## config.mk

```make
export PLATFORM = sky130hd
export DESIGN_NAME = counting_semaphore_table_core_flat
export DESIGN_NICKNAME = d
export VERILOG_FILES = /design/src/hw/rtl/cst_pkg.sv /design/src/hw/rtl/cst_if.sv /design/src/hw/rtl/cst_ctrl.sv /design/src/hw/rtl/cst_dp.sv /design/src/hw/rtl/counting_semaphore_table_core.sv /design/src/flat_wrapper.sv
export SDC_FILE = /design/constraint.sdc
export NUM_CORES = 1
export LEC_CHECK = 0
export BUFFER_PORTS_ARGS = -buffer_cell sky130_fd_sc_hd__buf_4
export CAP_MARGIN = 15
export CORE_AREA = 8 8 45 47
export DETAILED_ROUTE_END_ITERATION = 10
export DIE_AREA = 0 0 53 55
export SKIP_CTS_REPAIR_TIMING = 1
export SYNTH_ARGS = -nofsm -noshare
export SYNTH_HDL_FRONTEND = slang
export SYNTH_SLANG_ARGS = --single-unit
export TNS_END_PERCENT = 10
```

## constraint.sdc

```tcl
create_clock -name clk -period 1.2 [get_ports clk]
set_input_delay 0.06 -clock clk [delete_from_list [all_inputs] [get_ports clk]]
set_output_delay 0.06 -clock clk [all_outputs]
set_load 0.02 [all_outputs]
```

## src/hw/rtl/cst_pkg.sv

```systemverilog
// package: types, codes and sizes for the semaphore table
`timescale 1ns / 1ps
package cst_pkg;
	localparam int NUM_SEMS   = 16;
	localparam int NUM_TASKS  = 16;
	localparam int COUNT_BITS = 15;
	localparam int SEM_W      = $clog2(NUM_SEMS);
	localparam int TASK_W     = $clog2(NUM_TASKS);
	localparam int LINK_W     = 5;
	localparam logic [LINK_W-1:0] NO_TASK = 5'd31;
	localparam logic [COUNT_BITS-1:0] COUNT_TOP = {COUNT_BITS{1'b1}};
	localparam logic FIFO_ATTR = 1'b1;

	typedef enum logic [2:0] {
		OP_CREATE  = 3'd0,
		OP_DELETE  = 3'd1,
		OP_SIGNAL  = 3'd2,
		OP_WAIT    = 3'd3,
		OP_TWAIT   = 3'd4,
		OP_POLL    = 3'd5,
		OP_TIMEOUT = 3'd6,
		OP_REFER   = 3'd7
	} op_t;

	localparam logic [2:0] ST_OK     = 3'd0;
	localparam logic [2:0] ST_BADID  = 3'd1;
	localparam logic [2:0] ST_STATE  = 3'd2;
	localparam logic [2:0] ST_PARAM  = 3'd3;
	localparam logic [2:0] ST_NORES  = 3'd4;

	localparam logic [1:0] WC_GRANT   = 2'd0;
	localparam logic [1:0] WC_DELETED = 2'd1;
	localparam logic [1:0] WC_TIMEOUT = 2'd2;

	typedef struct packed {
		logic [2:0]  operation;
		logic [7:0]  sem_id;
		logic [3:0]  task_id;
		logic [15:0] initial_count;
		logic [15:0] max_count;
		logic        attr_fifo;
		logic [31:0] ext_info;
		logic [15:0] timeout_ticks;
	} req_t;

	typedef struct packed {
		logic [2:0]  status;
		logic        caller_blocked;
		logic        arm_timer;
		logic [15:0] timer_ticks;
		logic        wake_valid;
		logic [3:0]  wake_task;
		logic [1:0]  wake_code;
		logic [14:0] count_out;
		logic        waiters_present;
		logic [31:0] ext_info_out;
		logic        last;
	} rsp_t;

	// controller to datapath
	typedef struct packed {
		logic load;      // capture request
		logic exec;      // single-step operation
		logic walk;      // one delete step
		logic walk_init; // start delete walk at queue head
	} cmd_t;

	// datapath to controller
	typedef struct packed {
		logic walk_more; // delete has further waiters after this one
		logic is_walk;   // request starts a delete walk
	} sts_t;
endpackage

```

## src/hw/rtl/cst_if.sv

```systemverilog
// valid/ready channel interface
`timescale 1ns / 1ps
interface cst_if #(parameter type T = logic) ();
	logic valid;
	logic ready;
	T     data;
	modport source (output valid, output data, input ready);
	modport sink (input valid, input data, output ready);
endinterface

```

## src/hw/rtl/cst_ctrl.sv

```systemverilog
// controller state machine for the semaphore table
`timescale 1ns / 1ps
module cst_ctrl (
	input  logic          clk,
	input  logic          arst_n,
	input  logic          in_valid,
	output logic          in_ready,
	output logic          out_valid,
	input  logic          out_ready,
	output cst_pkg::cmd_t cmd,
	input  cst_pkg::sts_t sts
);
	typedef enum logic [3:0] {
		S_IDLE = 4'b0001,
		S_EXEC = 4'b0010,
		S_WALK = 4'b0100,
		S_OUT  = 4'b1000
	} state_t;

	state_t state_q, state_d;
	logic   more_q, more_d;

	assign in_ready  = (state_q == S_IDLE);
	assign out_valid = (state_q == S_OUT);

	always_comb begin
		state_d = state_q;
		more_d  = more_q;
		cmd     = '0;
		case (state_q)
			S_IDLE: begin
				if (in_valid) begin
					cmd.load = 1'b1;
					state_d  = S_EXEC;
				end
			end
			S_EXEC: begin
				if (sts.is_walk) begin
					cmd.walk_init = 1'b1;
					state_d       = S_WALK;
				end else begin
					cmd.exec = 1'b1;
					more_d   = 1'b0;
					state_d  = S_OUT;
				end
			end
			S_WALK: begin
				cmd.walk = 1'b1;
				more_d   = sts.walk_more;
				state_d  = S_OUT;
			end
			S_OUT: begin
				if (out_ready) begin
					state_d = more_q ? S_WALK : S_IDLE;
				end
			end
			default: state_d = S_IDLE;
		endcase
	end

	always_ff @(posedge clk or negedge arst_n) begin
		if (!arst_n) begin
			state_q <= S_IDLE;
			more_q  <= 1'b0;
		end else begin
			state_q <= state_d;
			more_q  <= more_d;
		end
	end
endmodule

```

## src/hw/rtl/cst_dp.sv

```systemverilog
// datapath: semaphore table, wait queues and result register
`timescale 1ns / 1ps
module cst_dp (
	input  logic           clk,
	input  logic           arst_n,
	input  cst_pkg::req_t  req,
	input  cst_pkg::cmd_t  cmd,
	output cst_pkg::sts_t  sts,
	output cst_pkg::rsp_t  rsp
);
	localparam int SN = cst_pkg::NUM_SEMS;
	localparam int TN = cst_pkg::NUM_TASKS;
	localparam int SW = cst_pkg::SEM_W;
	localparam int TW = cst_pkg::TASK_W;
	localparam int LW = cst_pkg::LINK_W;
	localparam int CB = cst_pkg::COUNT_BITS;

	logic [SN-1:0]         created_q;
	logic [CB-1:0]         count_q   [SN];
	logic [CB-1:0]         maximum_q [SN];
	logic [31:0]           info_q    [SN];
	logic [LW-1:0]         head_q    [SN];
	logic [LW-1:0]         tail_q    [SN];
	logic [LW-1:0]         next_q    [TN];
	logic [LW-1:0]         prev_q    [TN];
	logic [LW-1:0]         wsem_q    [TN];
	cst_pkg::req_t         req_q;
	cst_pkg::rsp_t         rsp_q;
	cst_pkg::rsp_t         rsp_d;
	logic [LW-1:0]         walk_q;

	logic          id_ok, task_ok;
	logic [SW-1:0] s;
	logic [TW-1:0] t;
	logic [LW-1:0] ts;
	logic [SW-1:0] tsi;
	logic [LW-1:0] hd;
	logic [TW-1:0] hdi, wk;
	logic [LW-1:0] wnext;

	assign id_ok   = (req_q.sem_id != 8'd0) && (32'(req_q.sem_id) < SN);
	assign s       = req_q.sem_id[SW-1:0];
	assign task_ok = 32'(req_q.task_id) < TN;
	assign t       = req_q.task_id[TW-1:0];
	assign ts      = wsem_q[t];
	assign tsi     = ts[SW-1:0];
	assign hd      = head_q[s];
	assign hdi     = hd[TW-1:0];
	assign wk      = walk_q[TW-1:0];
	assign wnext   = next_q[wk];

	assign sts.is_walk   = (cst_pkg::op_t'(req_q.operation) == cst_pkg::OP_DELETE) && id_ok
		&& created_q[s] && (32'(hd) < TN);
	assign sts.walk_more = 32'(wnext) < TN;
	assign rsp = rsp_q;

	always_ff @(posedge clk) begin
		if (cmd.load) req_q <= req;
	end

	always_ff @(posedge clk or negedge arst_n) begin
		if (!arst_n) begin
			created_q <= '0;
			for (int i = 0; i < SN; i++) begin
				head_q[i] <= cst_pkg::NO_TASK;
				tail_q[i] <= cst_pkg::NO_TASK;
			end
			for (int i = 0; i < TN; i++) wsem_q[i] <= '0;
			walk_q <= cst_pkg::NO_TASK;
		end else if (cmd.walk) begin
			wsem_q[wk] <= '0;
			walk_q     <= wnext;
			if (!(32'(wnext) < TN)) begin
				head_q[s]    <= cst_pkg::NO_TASK;
				tail_q[s]    <= cst_pkg::NO_TASK;
				created_q[s] <= 1'b0;
				count_q[s]   <= '0;
			end
		end else if (cmd.exec) begin
			case (cst_pkg::op_t'(req_q.operation))
				cst_pkg::OP_TIMEOUT: begin
					if (task_ok && ts != '0 && 32'(ts) < SN) begin
						if (32'(prev_q[t]) < TN) next_q[prev_q[t][TW-1:0]] <= next_q[t];
						else head_q[tsi] <= next_q[t];
						if (32'(next_q[t]) < TN) prev_q[next_q[t][TW-1:0]] <= prev_q[t];
						else tail_q[tsi] <= prev_q[t];
						wsem_q[t] <= '0;
					end
				end
				cst_pkg::OP_CREATE: begin
					if (id_ok && !created_q[s] && !req_q.max_count[15]
						&& req_q.max_count != '0 && !req_q.initial_count[15]
						&& req_q.attr_fifo == cst_pkg::FIFO_ATTR) begin
						created_q[s] <= 1'b1;
						count_q[s]   <= (32'(req_q.initial_count) > 32'(cst_pkg::COUNT_TOP))
							? cst_pkg::COUNT_TOP : CB'(req_q.initial_count);
						maximum_q[s] <= (32'(req_q.max_count) > 32'(cst_pkg::COUNT_TOP))
							? cst_pkg::COUNT_TOP : CB'(req_q.max_count);
						info_q[s]    <= req_q.ext_info;
						head_q[s]    <= cst_pkg::NO_TASK;
						tail_q[s]    <= cst_pkg::NO_TASK;
					end
				end
				cst_pkg::OP_DELETE: begin
					if (id_ok && created_q[s]) begin
						head_q[s]    <= cst_pkg::NO_TASK;
						tail_q[s]    <= cst_pkg::NO_TASK;
						created_q[s] <= 1'b0;
						count_q[s]   <= '0;
					end
				end
				cst_pkg::OP_SIGNAL: begin
					if (id_ok && created_q[s]) begin
						if (32'(hd) < TN) begin
							if (32'(next_q[hdi]) < TN)
								prev_q[next_q[hdi][TW-1:0]] <= cst_pkg::NO_TASK;
							else tail_q[s] <= cst_pkg::NO_TASK;
							head_q[s]   <= next_q[hdi];
							wsem_q[hdi] <= '0;
						end else if (count_q[s] != cst_pkg::COUNT_TOP) begin
							count_q[s] <= count_q[s] + 1'b1;
						end
					end
				end
				cst_pkg::OP_WAIT, cst_pkg::OP_TWAIT: begin
					if (id_ok && created_q[s] && task_ok && ts == '0) begin
						if (count_q[s] != '0) begin
							count_q[s] <= count_q[s] - 1'b1;
						end else begin
							next_q[t] <= cst_pkg::NO_TASK;
							prev_q[t] <= tail_q[s];
							if (32'(tail_q[s]) < TN) next_q[tail_q[s][TW-1:0]] <= LW'(t);
							else head_q[s] <= LW'(t);
							tail_q[s] <= LW'(t);
							wsem_q[t] <= LW'(s);
						end
					end
				end
				cst_pkg::OP_POLL: begin
					if (id_ok && created_q[s] && count_q[s] != '0)
						count_q[s] <= count_q[s] - 1'b1;
				end
				default: ;
			endcase
		end else if (cmd.walk_init) begin
			walk_q <= hd;
		end
	end

	always_comb begin
		rsp_d = '0;
		if (cmd.walk) begin
			rsp_d.wake_valid = 1'b1;
			rsp_d.wake_task  = 4'(wk);
			rsp_d.wake_code  = cst_pkg::WC_DELETED;
			rsp_d.last       = !(32'(wnext) < TN);
		end else begin
			rsp_d.last = 1'b1;
			if (cst_pkg::op_t'(req_q.operation) == cst_pkg::OP_TIMEOUT) begin
				if (!task_ok) rsp_d.status = cst_pkg::ST_PARAM;
				else if (ts == '0 || !(32'(ts) < SN)) rsp_d.status = cst_pkg::ST_STATE;
				else begin
					rsp_d.wake_valid = 1'b1;
					rsp_d.wake_task  = req_q.task_id;
					rsp_d.wake_code  = cst_pkg::WC_TIMEOUT;
				end
			end else if (!id_ok) begin
				rsp_d.status = cst_pkg::ST_BADID;
			end else if (cst_pkg::op_t'(req_q.operation) == cst_pkg::OP_CREATE) begin
				if (created_q[s]) rsp_d.status = cst_pkg::ST_STATE;
				else if (req_q.max_count[15] || req_q.max_count == '0
					|| req_q.initial_count[15] || req_q.attr_fifo != cst_pkg::FIFO_ATTR)
					rsp_d.status = cst_pkg::ST_PARAM;
			end else if (!created_q[s]) begin
				rsp_d.status = cst_pkg::ST_STATE;
			end else begin
				case (cst_pkg::op_t'(req_q.operation))
					cst_pkg::OP_SIGNAL: begin
						if (32'(hd) < TN) begin
							rsp_d.wake_valid = 1'b1;
							rsp_d.wake_task  = 4'(hdi);
							rsp_d.wake_code  = cst_pkg::WC_GRANT;
						end
					end
					cst_pkg::OP_WAIT, cst_pkg::OP_TWAIT: begin
						if (!task_ok) rsp_d.status = cst_pkg::ST_PARAM;
						else if (ts != '0) rsp_d.status = cst_pkg::ST_STATE;
						else if (count_q[s] == '0) begin
							rsp_d.caller_blocked = 1'b1;
							if (cst_pkg::op_t'(req_q.operation) == cst_pkg::OP_TWAIT) begin
								rsp_d.arm_timer   = 1'b1;
								rsp_d.timer_ticks = req_q.timeout_ticks;
							end
						end
					end
					cst_pkg::OP_POLL: begin
						if (count_q[s] == '0) rsp_d.status = cst_pkg::ST_NORES;
					end
					cst_pkg::OP_REFER: begin
						rsp_d.count_out       = 15'(count_q[s]);
						rsp_d.waiters_present = 32'(hd) < TN;
						rsp_d.ext_info_out    = info_q[s];
					end
					default: ;
				endcase
			end
		end
	end

	always_ff @(posedge clk) begin
		if (cmd.walk || cmd.exec) rsp_q <= rsp_d;
	end

	logic unused_max;
	assign unused_max = ^maximum_q[s];
endmodule

```

## src/hw/rtl/counting_semaphore_table_core.sv

```systemverilog
// top level of the counting semaphore table
// result word registered: request captured in idle, executed in exec, presented in out
// delete with waiters goes through exec, then walk and out for each released waiter,
//   one result word each
// one operation at a time; input ready only while idle
// reset clears created flags, queue heads/tails and task wait marks at once
`timescale 1ns / 1ps
module counting_semaphore_table_core (
	input  logic clk,
	input  logic arst_n,
	cst_if.sink   req,
	cst_if.source rsp
);
	cst_pkg::cmd_t cmd;
	cst_pkg::sts_t sts;

	cst_ctrl u_ctrl (
		.clk       (clk),
		.arst_n    (arst_n),
		.in_valid  (req.valid),
		.in_ready  (req.ready),
		.out_valid (rsp.valid),
		.out_ready (rsp.ready),
		.cmd       (cmd),
		.sts       (sts)
	);

	cst_dp u_dp (
		.clk    (clk),
		.arst_n (arst_n),
		.req    (req.data),
		.cmd    (cmd),
		.sts    (sts),
		.rsp    (rsp.data)
	);
endmodule
```

## src/flat_wrapper.sv

```systemverilog
// flat-port wrapper written by rule: the top's interface ports become plain ports
module counting_semaphore_table_core_flat 
  (clk, arst_n, req_valid, req_data, req_ready, rsp_valid, rsp_data, rsp_ready);
  cst_if req_i ();
  cst_if rsp_i ();
  input  logic clk;
  input  logic arst_n;
  input wire logic [$bits(req_i.valid)-1:0] req_valid;
  input wire logic [$bits(req_i.data)-1:0] req_data;
  output wire logic [$bits(req_i.ready)-1:0] req_ready;
  output wire logic [$bits(rsp_i.valid)-1:0] rsp_valid;
  output wire logic [$bits(rsp_i.data)-1:0] rsp_data;
  input wire logic [$bits(rsp_i.ready)-1:0] rsp_ready;
  assign req_i.valid = req_valid;
  assign req_i.data = req_data;
  assign req_ready = req_i.ready;
  assign rsp_valid = rsp_i.valid;
  assign rsp_data = rsp_i.data;
  assign rsp_i.ready = rsp_ready;
  counting_semaphore_table_core u_core (.clk(clk), .arst_n(arst_n), .req(req_i), .rsp(rsp_i));
endmodule
```

Word-level counts from Yosys, hierarchy flattened
Cells that the tools add are included.
- order comparisons: 1
- reductions and logical operators: 5
- equal/unequal tests: 6
- multiplexer cells: 7
- operators with widths (operator ; number):
    $pmux 4 s3 ; 1
    $mux 4 ; 2
    $lt 5x5->1 const AB ; 1
    $eq 4x1->1 const B ; 1
    $eq 4x2->1 const B ; 1
    $eq 4x3->1 const B ; 1
    $eq 4x4->1 const B ; 1
    $mux 3 ; 1
    $mux 1 ; 2
    $ne 2x1->1 const B ; 1
    $ne 2x2->1 const B ; 1
    $pmux 1 s2 ; 1
    $reduce_and 2->1 ; 1
    $reduce_bool 2->1 ; 1
    $reduce_or 2->1 ; 1
    $logic_not 1->1 ; 1
    $logic_or 1x1->1 ; 1
- word-level logic and storage cells: 22
- input port bits: 5
- bits in registers: 6

Depth between registers and ports, before layout
- word-level depth: 3
- gate-level depth with buffers: 4
- gate-level depth less buffers: 3

By module
Synthesis repeated with hierarchy kept, for this count alone.
- cells, all modules: 4313
- area total of the unflattened synthesis: 62022.0 sq um
- modules (own cells, without submodules) (module ; cells an instance ; area each (sq um) ; instances):
    cst_dp ; 4285 ; 61714.2 ; 1
    cst_ctrl ; 27 ; 304.0 ; 1
    counting_semaphore_table_core ; 1 ; 3.8 ; 1

Least setup slack after synthesis
OpenSTA, ideal clock, no wires.
- path type: register -> register
- start: reg u_core.u_ctrl.state_q[0]
- end: reg u_core.u_ctrl.state_q[1]
- data arrival time: 1.610 ns
- period minus slack after synthesis: 1.680 ns
- slack: -0.480 ns
- cell stages (with the launch flop): 4
- library setup time: 0.069 ns
- cell sequence: dfstp_2 buf_6 nor4b_1 and2_1
- longest elaborated chain between the ends: 3
- elaborated cells between the ends (all ways): 9
- those cells by class: eq/ne: 6; mux: 1; reduce/logical: 2
- RTL lines (item ; line ; text):
    start: declaration ; cst_ctrl.sv:20 ; state_t state_q, state_d;
    start signal: assignment ; cst_ctrl.sv:66 ; state_q <= state_d;
    $eq 4x1->1 * ; - ;
    via req_ready ; flat_wrapper.sv:10 ; output wire logic [$bits(req_i.ready)-1:0] req_ready;
    $ne 2x2->1 (no source line) ; - ;
    $reduce_and 2->1 (no source line) ; - ;
The timed path passes the listed nets; every way through them passes the cells marked *.
A chain may end at the register's enable or synchronous reset.

Worst setup path after layout
- start: reg u_core.u_ctrl.state_q[2]
- end: out rsp_valid
- longest elaborated chain between the ends: 1
- RTL lines (item ; line ; text):
    $eq 4x4->1 ; cst_ctrl.sv:24 ; assign out_valid = (state_q == S_OUT);
    end: declaration ; flat_wrapper.sv:11 ; output wire logic [$bits(rsp_i.valid)-1:0] rsp_valid;
No other way between the ends.

==> summary.md <==
| Metric | Value |
|---|---|
| Total clock buffers created by CTS | `3` |
| Share of final-layout standard cells stronger than drive strength 1 | `about half` |
| CP Data Required Time | `1.14 ns` |
| Ys flop type | `sky130_fd_sc_hd__dfrtp_1` |
| P per Cell Area | `1860 nW/um^2` |
| Count of yosys warnings during synthesis | `0` |
| Synth area leaders | `sky130_fd_sc_hd__dfrtp_1 (29%), sky130_fd_sc_hd__edfxtp_1 (8.7%), sky130_fd_sc_hd__dfstp_2 (7.6%)` |
| Synthesized netlist cell count | `32` |
| RSZ-0062 raised after global routing | `true` |
| Die Wd | `53 um` |
| Standard-cell rows | `14` |
| Most instantiated library cell after synthesis | `sky130_fd_sc_hd__dfrtp_1` |
| CTS Root Cell | `sky130_fd_sc_hd__clkbuf_4` |
| Number of vias in the routed layout | `301` |
| Number of distinct library cell variants in the gate-level netlist after synthesis | `25` |
| Syn nets | `37` |
| DRC marker count from the first detailed-route iteration | `1` |
| Hold Path Sink | `u_core.u_ctrl.state_q[1]` |
| Max Cap Viol | `0` |
| Total track usage | `between 6 and 7%` |
| Post-layout util | `a little under two fifths` |
| RePlAce Congestion | `0.714` |
| Initial antenna violation count | `0` |
| Area fraction of the dominant cell type after synthesis | `about 29%` |
| Final TNS setup | `-0.347 ns` |
| Placeable core region | `about 1400 um^2` |
| Buffers added on ports | `6` |
| Clock-pin slew on the worst setup and hold paths | `roughly 0.04 ns` |
| Detailed-route wire length per cell | `roughly 14 um` |
| Number of iterations in the first detailed-routing pass | `2` |
| Highest ir drop seen on vdd | `roughly 0.00053 V` |
| I/O pin total | `8` |
| DRC Markers | `0` |
| Maximum number of pins on one net before global-route repair | `9` |
| Endpoint class of the critical path | `primary output` |
| Wire length of the first global-routing pass | `1.41 mm` |
| Sink count of the clock tree | `6` |
| Register-to-register path setup slack | `~0.020 ns` |
| Total Nets Final | `53` |
| Detailed placer's ending HPWL | `~660 um` |
| Critical R2R Capture | `u_core.u_ctrl.state_q[0]` |
| Starting utilization of the core area | `24.9%` |
| CTS HTree Levels | `1` |
| Status | `finished with violations` |
| Final non-filler cell total | `between 60 and 70` |
| Met1 GRT Util | `under 10%` |
| Busiest metal layer after global routing | `met2` |
| Met3 Track Usage GR | `1.34%` |
| Reg2Reg Launch Point | `u_core.u_ctrl.state_q[2]` |
| Final ANT Viol Nets | `0` |
| Number of flip-flops and latches in the synthesized netlist | `6` |
| Hold crit path type | `input port to flip-flop` |
| Leakage dissipation | `roughly 0.23 nW` |
| R2R cell count | `4` |
| Synthesis-to-finish area growth | `51.6%` |
| Die area | `a little under 3000 um^2` |
| Sequential share of the synthesized area | `between 40% and 50%` |
| Crit start category | `flip-flop` |
| Largest driver fanout on the critical path | `6` |
| Share of async-settable or async-resettable flops after synthesis | `a little over four fifths` |
| Remaining max-slew budget at the tightest pin | `between 80% and 90%` |
| Number of antenna diodes | `0` |
| Worst-case setup slack after placement | `approximately 0.028 ns` |
| Clock latency reported for the late side of the worst-skew pair | `approximately 0.25 ns` |
| Number of pins with negative max-slew slack in the final report | `0` |
| Layout Skew | `between 0.005 and 0.006 ns` |
| Signal arrival time at the worst endpoint | `roughly 1.3 ns` |
| Area of the mapped netlist | `between 300 and 400 um^2` |
| Met2 usage | `a little under an eighth` |
| CTS tree | `done` |
| Min Clock Period, post-route | `~1.4 ns` |
| Number of flops mapped to enable cells by yosys | `1` |
| Cell taking the most area after synthesis | `sky130_fd_sc_hd__dfrtp_1` |
| Final hold vios | `0` |
| Final-report setup violation count | `2` |
| Min-Delay Startpoint | `req_valid` |
| Worst-case setup margin in the final layout | `-0.186 ns` |
| Number of global-route vias before repair | `between 300 and 400` |
| Kind of critical path | `flip-flop to primary output` |
| Overflow left after global routing | `0` |
| Inst Count DP | `between 50 and 60` |
| Clock tree buffer depth | `2` |
| Total length of routed wires | `900 um` |
| Final-layout fill cell count | `approximately 150` |
| Post-Syn Area per Cell | `approximately 11 um^2` |
| Average via count per standard cell | `approximately 4.8` |
| Die outline height | `55 um` |
| Worst Tran Pin Value | `roughly 0.26 ns` |
| Most common library cells after synthesis | `sky130_fd_sc_hd__dfrtp_1 (4), sky130_fd_sc_hd__buf_6 (2), sky130_fd_sc_hd__nor2_1 (2), sky130_fd_sc_hd__nor2b_1 (2), sky130_fd_sc_hd__nor3_1 (2)` |
| Depth of the worst hold-timing path | `2` |
| Violated checks | `negative setup slack` |
| Highest attainable clock frequency | `722 MHz` |
| Final cycle utilization of the critical path | `115%` |
## layer usage
metal / share of wire (%) / vias up
met5: 0 / -
met4: 6.3 / 0
met3: 3.7 / 6
met2: 55 / 8
met1: 35 / 145
li1: - / 142
## power breakdown
| part | switching, mW | leakage (nW) | total, mW | internal, mW |
|---|---|---|---|---|
| registers | 0.0642 | 0.0711 | 0.324 | 0.259 |
| logic | 0.199 | 0.140 | 0.442 | 0.243 |
| clock network | 0.0790 | 0.0150 | 0.205 | 0.126 |
| total | 0.343 | 0.226 | 0.971 | 0.628 |
## through the flow
step | area [um^2] | hold WS, ns | power (mW)
finish | 522 | 0.0522 | 0.971
detailed placement | 447 | -0.133 | 0.723
floorplan | 359 | -0.236 | 0.609
global placement | 447 | -0.134 | 0.712
global route | 522 | 0.0473 | 1.03
CTS | 473 | -0.407 | 0.940
## placed cells by master (no fill, tap or decap)
| cell | instances |
|---|---|
| sky130_fd_sc_hd__a211oi_2 | 2 |
| sky130_fd_sc_hd__a21oi_1 | 1 |
| sky130_fd_sc_hd__a311oi_1 | 1 |
| sky130_fd_sc_hd__and2_1 | 1 |
| sky130_fd_sc_hd__and3_1 | 1 |
| sky130_fd_sc_hd__buf_12 | 1 |
| sky130_fd_sc_hd__buf_4 | 12 |
| sky130_fd_sc_hd__buf_6 | 1 |
| sky130_fd_sc_hd__clkbuf_1 | 1 |
| sky130_fd_sc_hd__clkbuf_4 | 3 |
| sky130_fd_sc_hd__dfrtp_1 | 3 |
| sky130_fd_sc_hd__dfrtp_2 | 1 |
| sky130_fd_sc_hd__dfstp_2 | 1 |
| sky130_fd_sc_hd__dlygate4sd3_1 | 1 |
| sky130_fd_sc_hd__edfxtp_1 | 1 |
| sky130_fd_sc_hd__inv_1 | 1 |
| sky130_fd_sc_hd__nand2_1 | 1 |
| sky130_fd_sc_hd__nand3b_1 | 1 |
| sky130_fd_sc_hd__nor2_1 | 2 |
| sky130_fd_sc_hd__nor2b_1 | 2 |
| sky130_fd_sc_hd__nor3_1 | 1 |
| sky130_fd_sc_hd__nor3_2 | 1 |
| sky130_fd_sc_hd__nor4b_4 | 2 |
| sky130_fd_sc_hd__o21a_1 | 1 |
| sky130_fd_sc_hd__o21ai_0 | 1 |
| sky130_fd_sc_hd__o31ai_1 | 1 |
| sky130_fd_sc_hd__or3b_1 | 1 |
| sky130_fd_sc_hd__xnor2_1 | 1 |
## state kept, by name, indices dropped and copies added (netlist names)
signal,flops
u_core.u_dp.rsp,1
u_core.u_ctrl.state_q,4
u_core.u_ctrl.more_q,1
## critical path, cell delays in order, from the launching register on
cell	delay [ns]
sky130_fd_sc_hd__dfrtp_2	0.43
sky130_fd_sc_hd__buf_12	0.14
sky130_fd_sc_hd__nor4b_4	0.32
sky130_fd_sc_hd__buf_4	0.20
## cell families (layout without fill, tap and decap cells)
| family | Yosys count | after routing | synth area share, % |
|---|---|---|---|
| xor gates and xnor gates | 1 | 1 | 2.55 |
| DFF | 6 | 6 | 45.5 |
| AOI/OAI and AO/OA | 7 | 7 | 15.6 |
| buffers and inverters | 5 | 20 | 11.3 |
| and+or+nand+nor | 13 | 13 | 25.1 |
## final cells by class
class	count	area [um^2]	share of cell area (%)
multi-input cells	21	183	35.0
flip-flops and latches	6	158	30.2
repair buffers	15	131	25.2
clock buffers	4	26.3	5.04
well taps	16	20.0	3.84
inverters	1	3.75	0.719
## worst max-delay path by stage
| stage | from | end | slack, ns | depth (start not counted) |
|---|---|---|---|---|
| 2_1_floorplan | u_core.u_ctrl.state_q[1] | u_core.u_ctrl.state_q[2] | -0.1 | 3 |
| 3_5_place_dp | u_core.u_ctrl.state_q[2] | rsp_valid | 0.03 | 3 |
| 4_1_cts | u_core.u_ctrl.state_q[0] | rsp_valid | -0.24 | 3 |
| 6_report | u_core.u_ctrl.state_q[2] | rsp_valid | -0.19 | 3 |
| 5_1_grt | u_core.u_ctrl.state_q[2] | rsp_valid | -0.22 | 3 |
| 3_3_place_gp | u_core.u_ctrl.state_q[3] | u_core.u_ctrl.state_q[0] | 0.05 | 4 |
No activity file was read; power rests on OpenSTA's default activity.
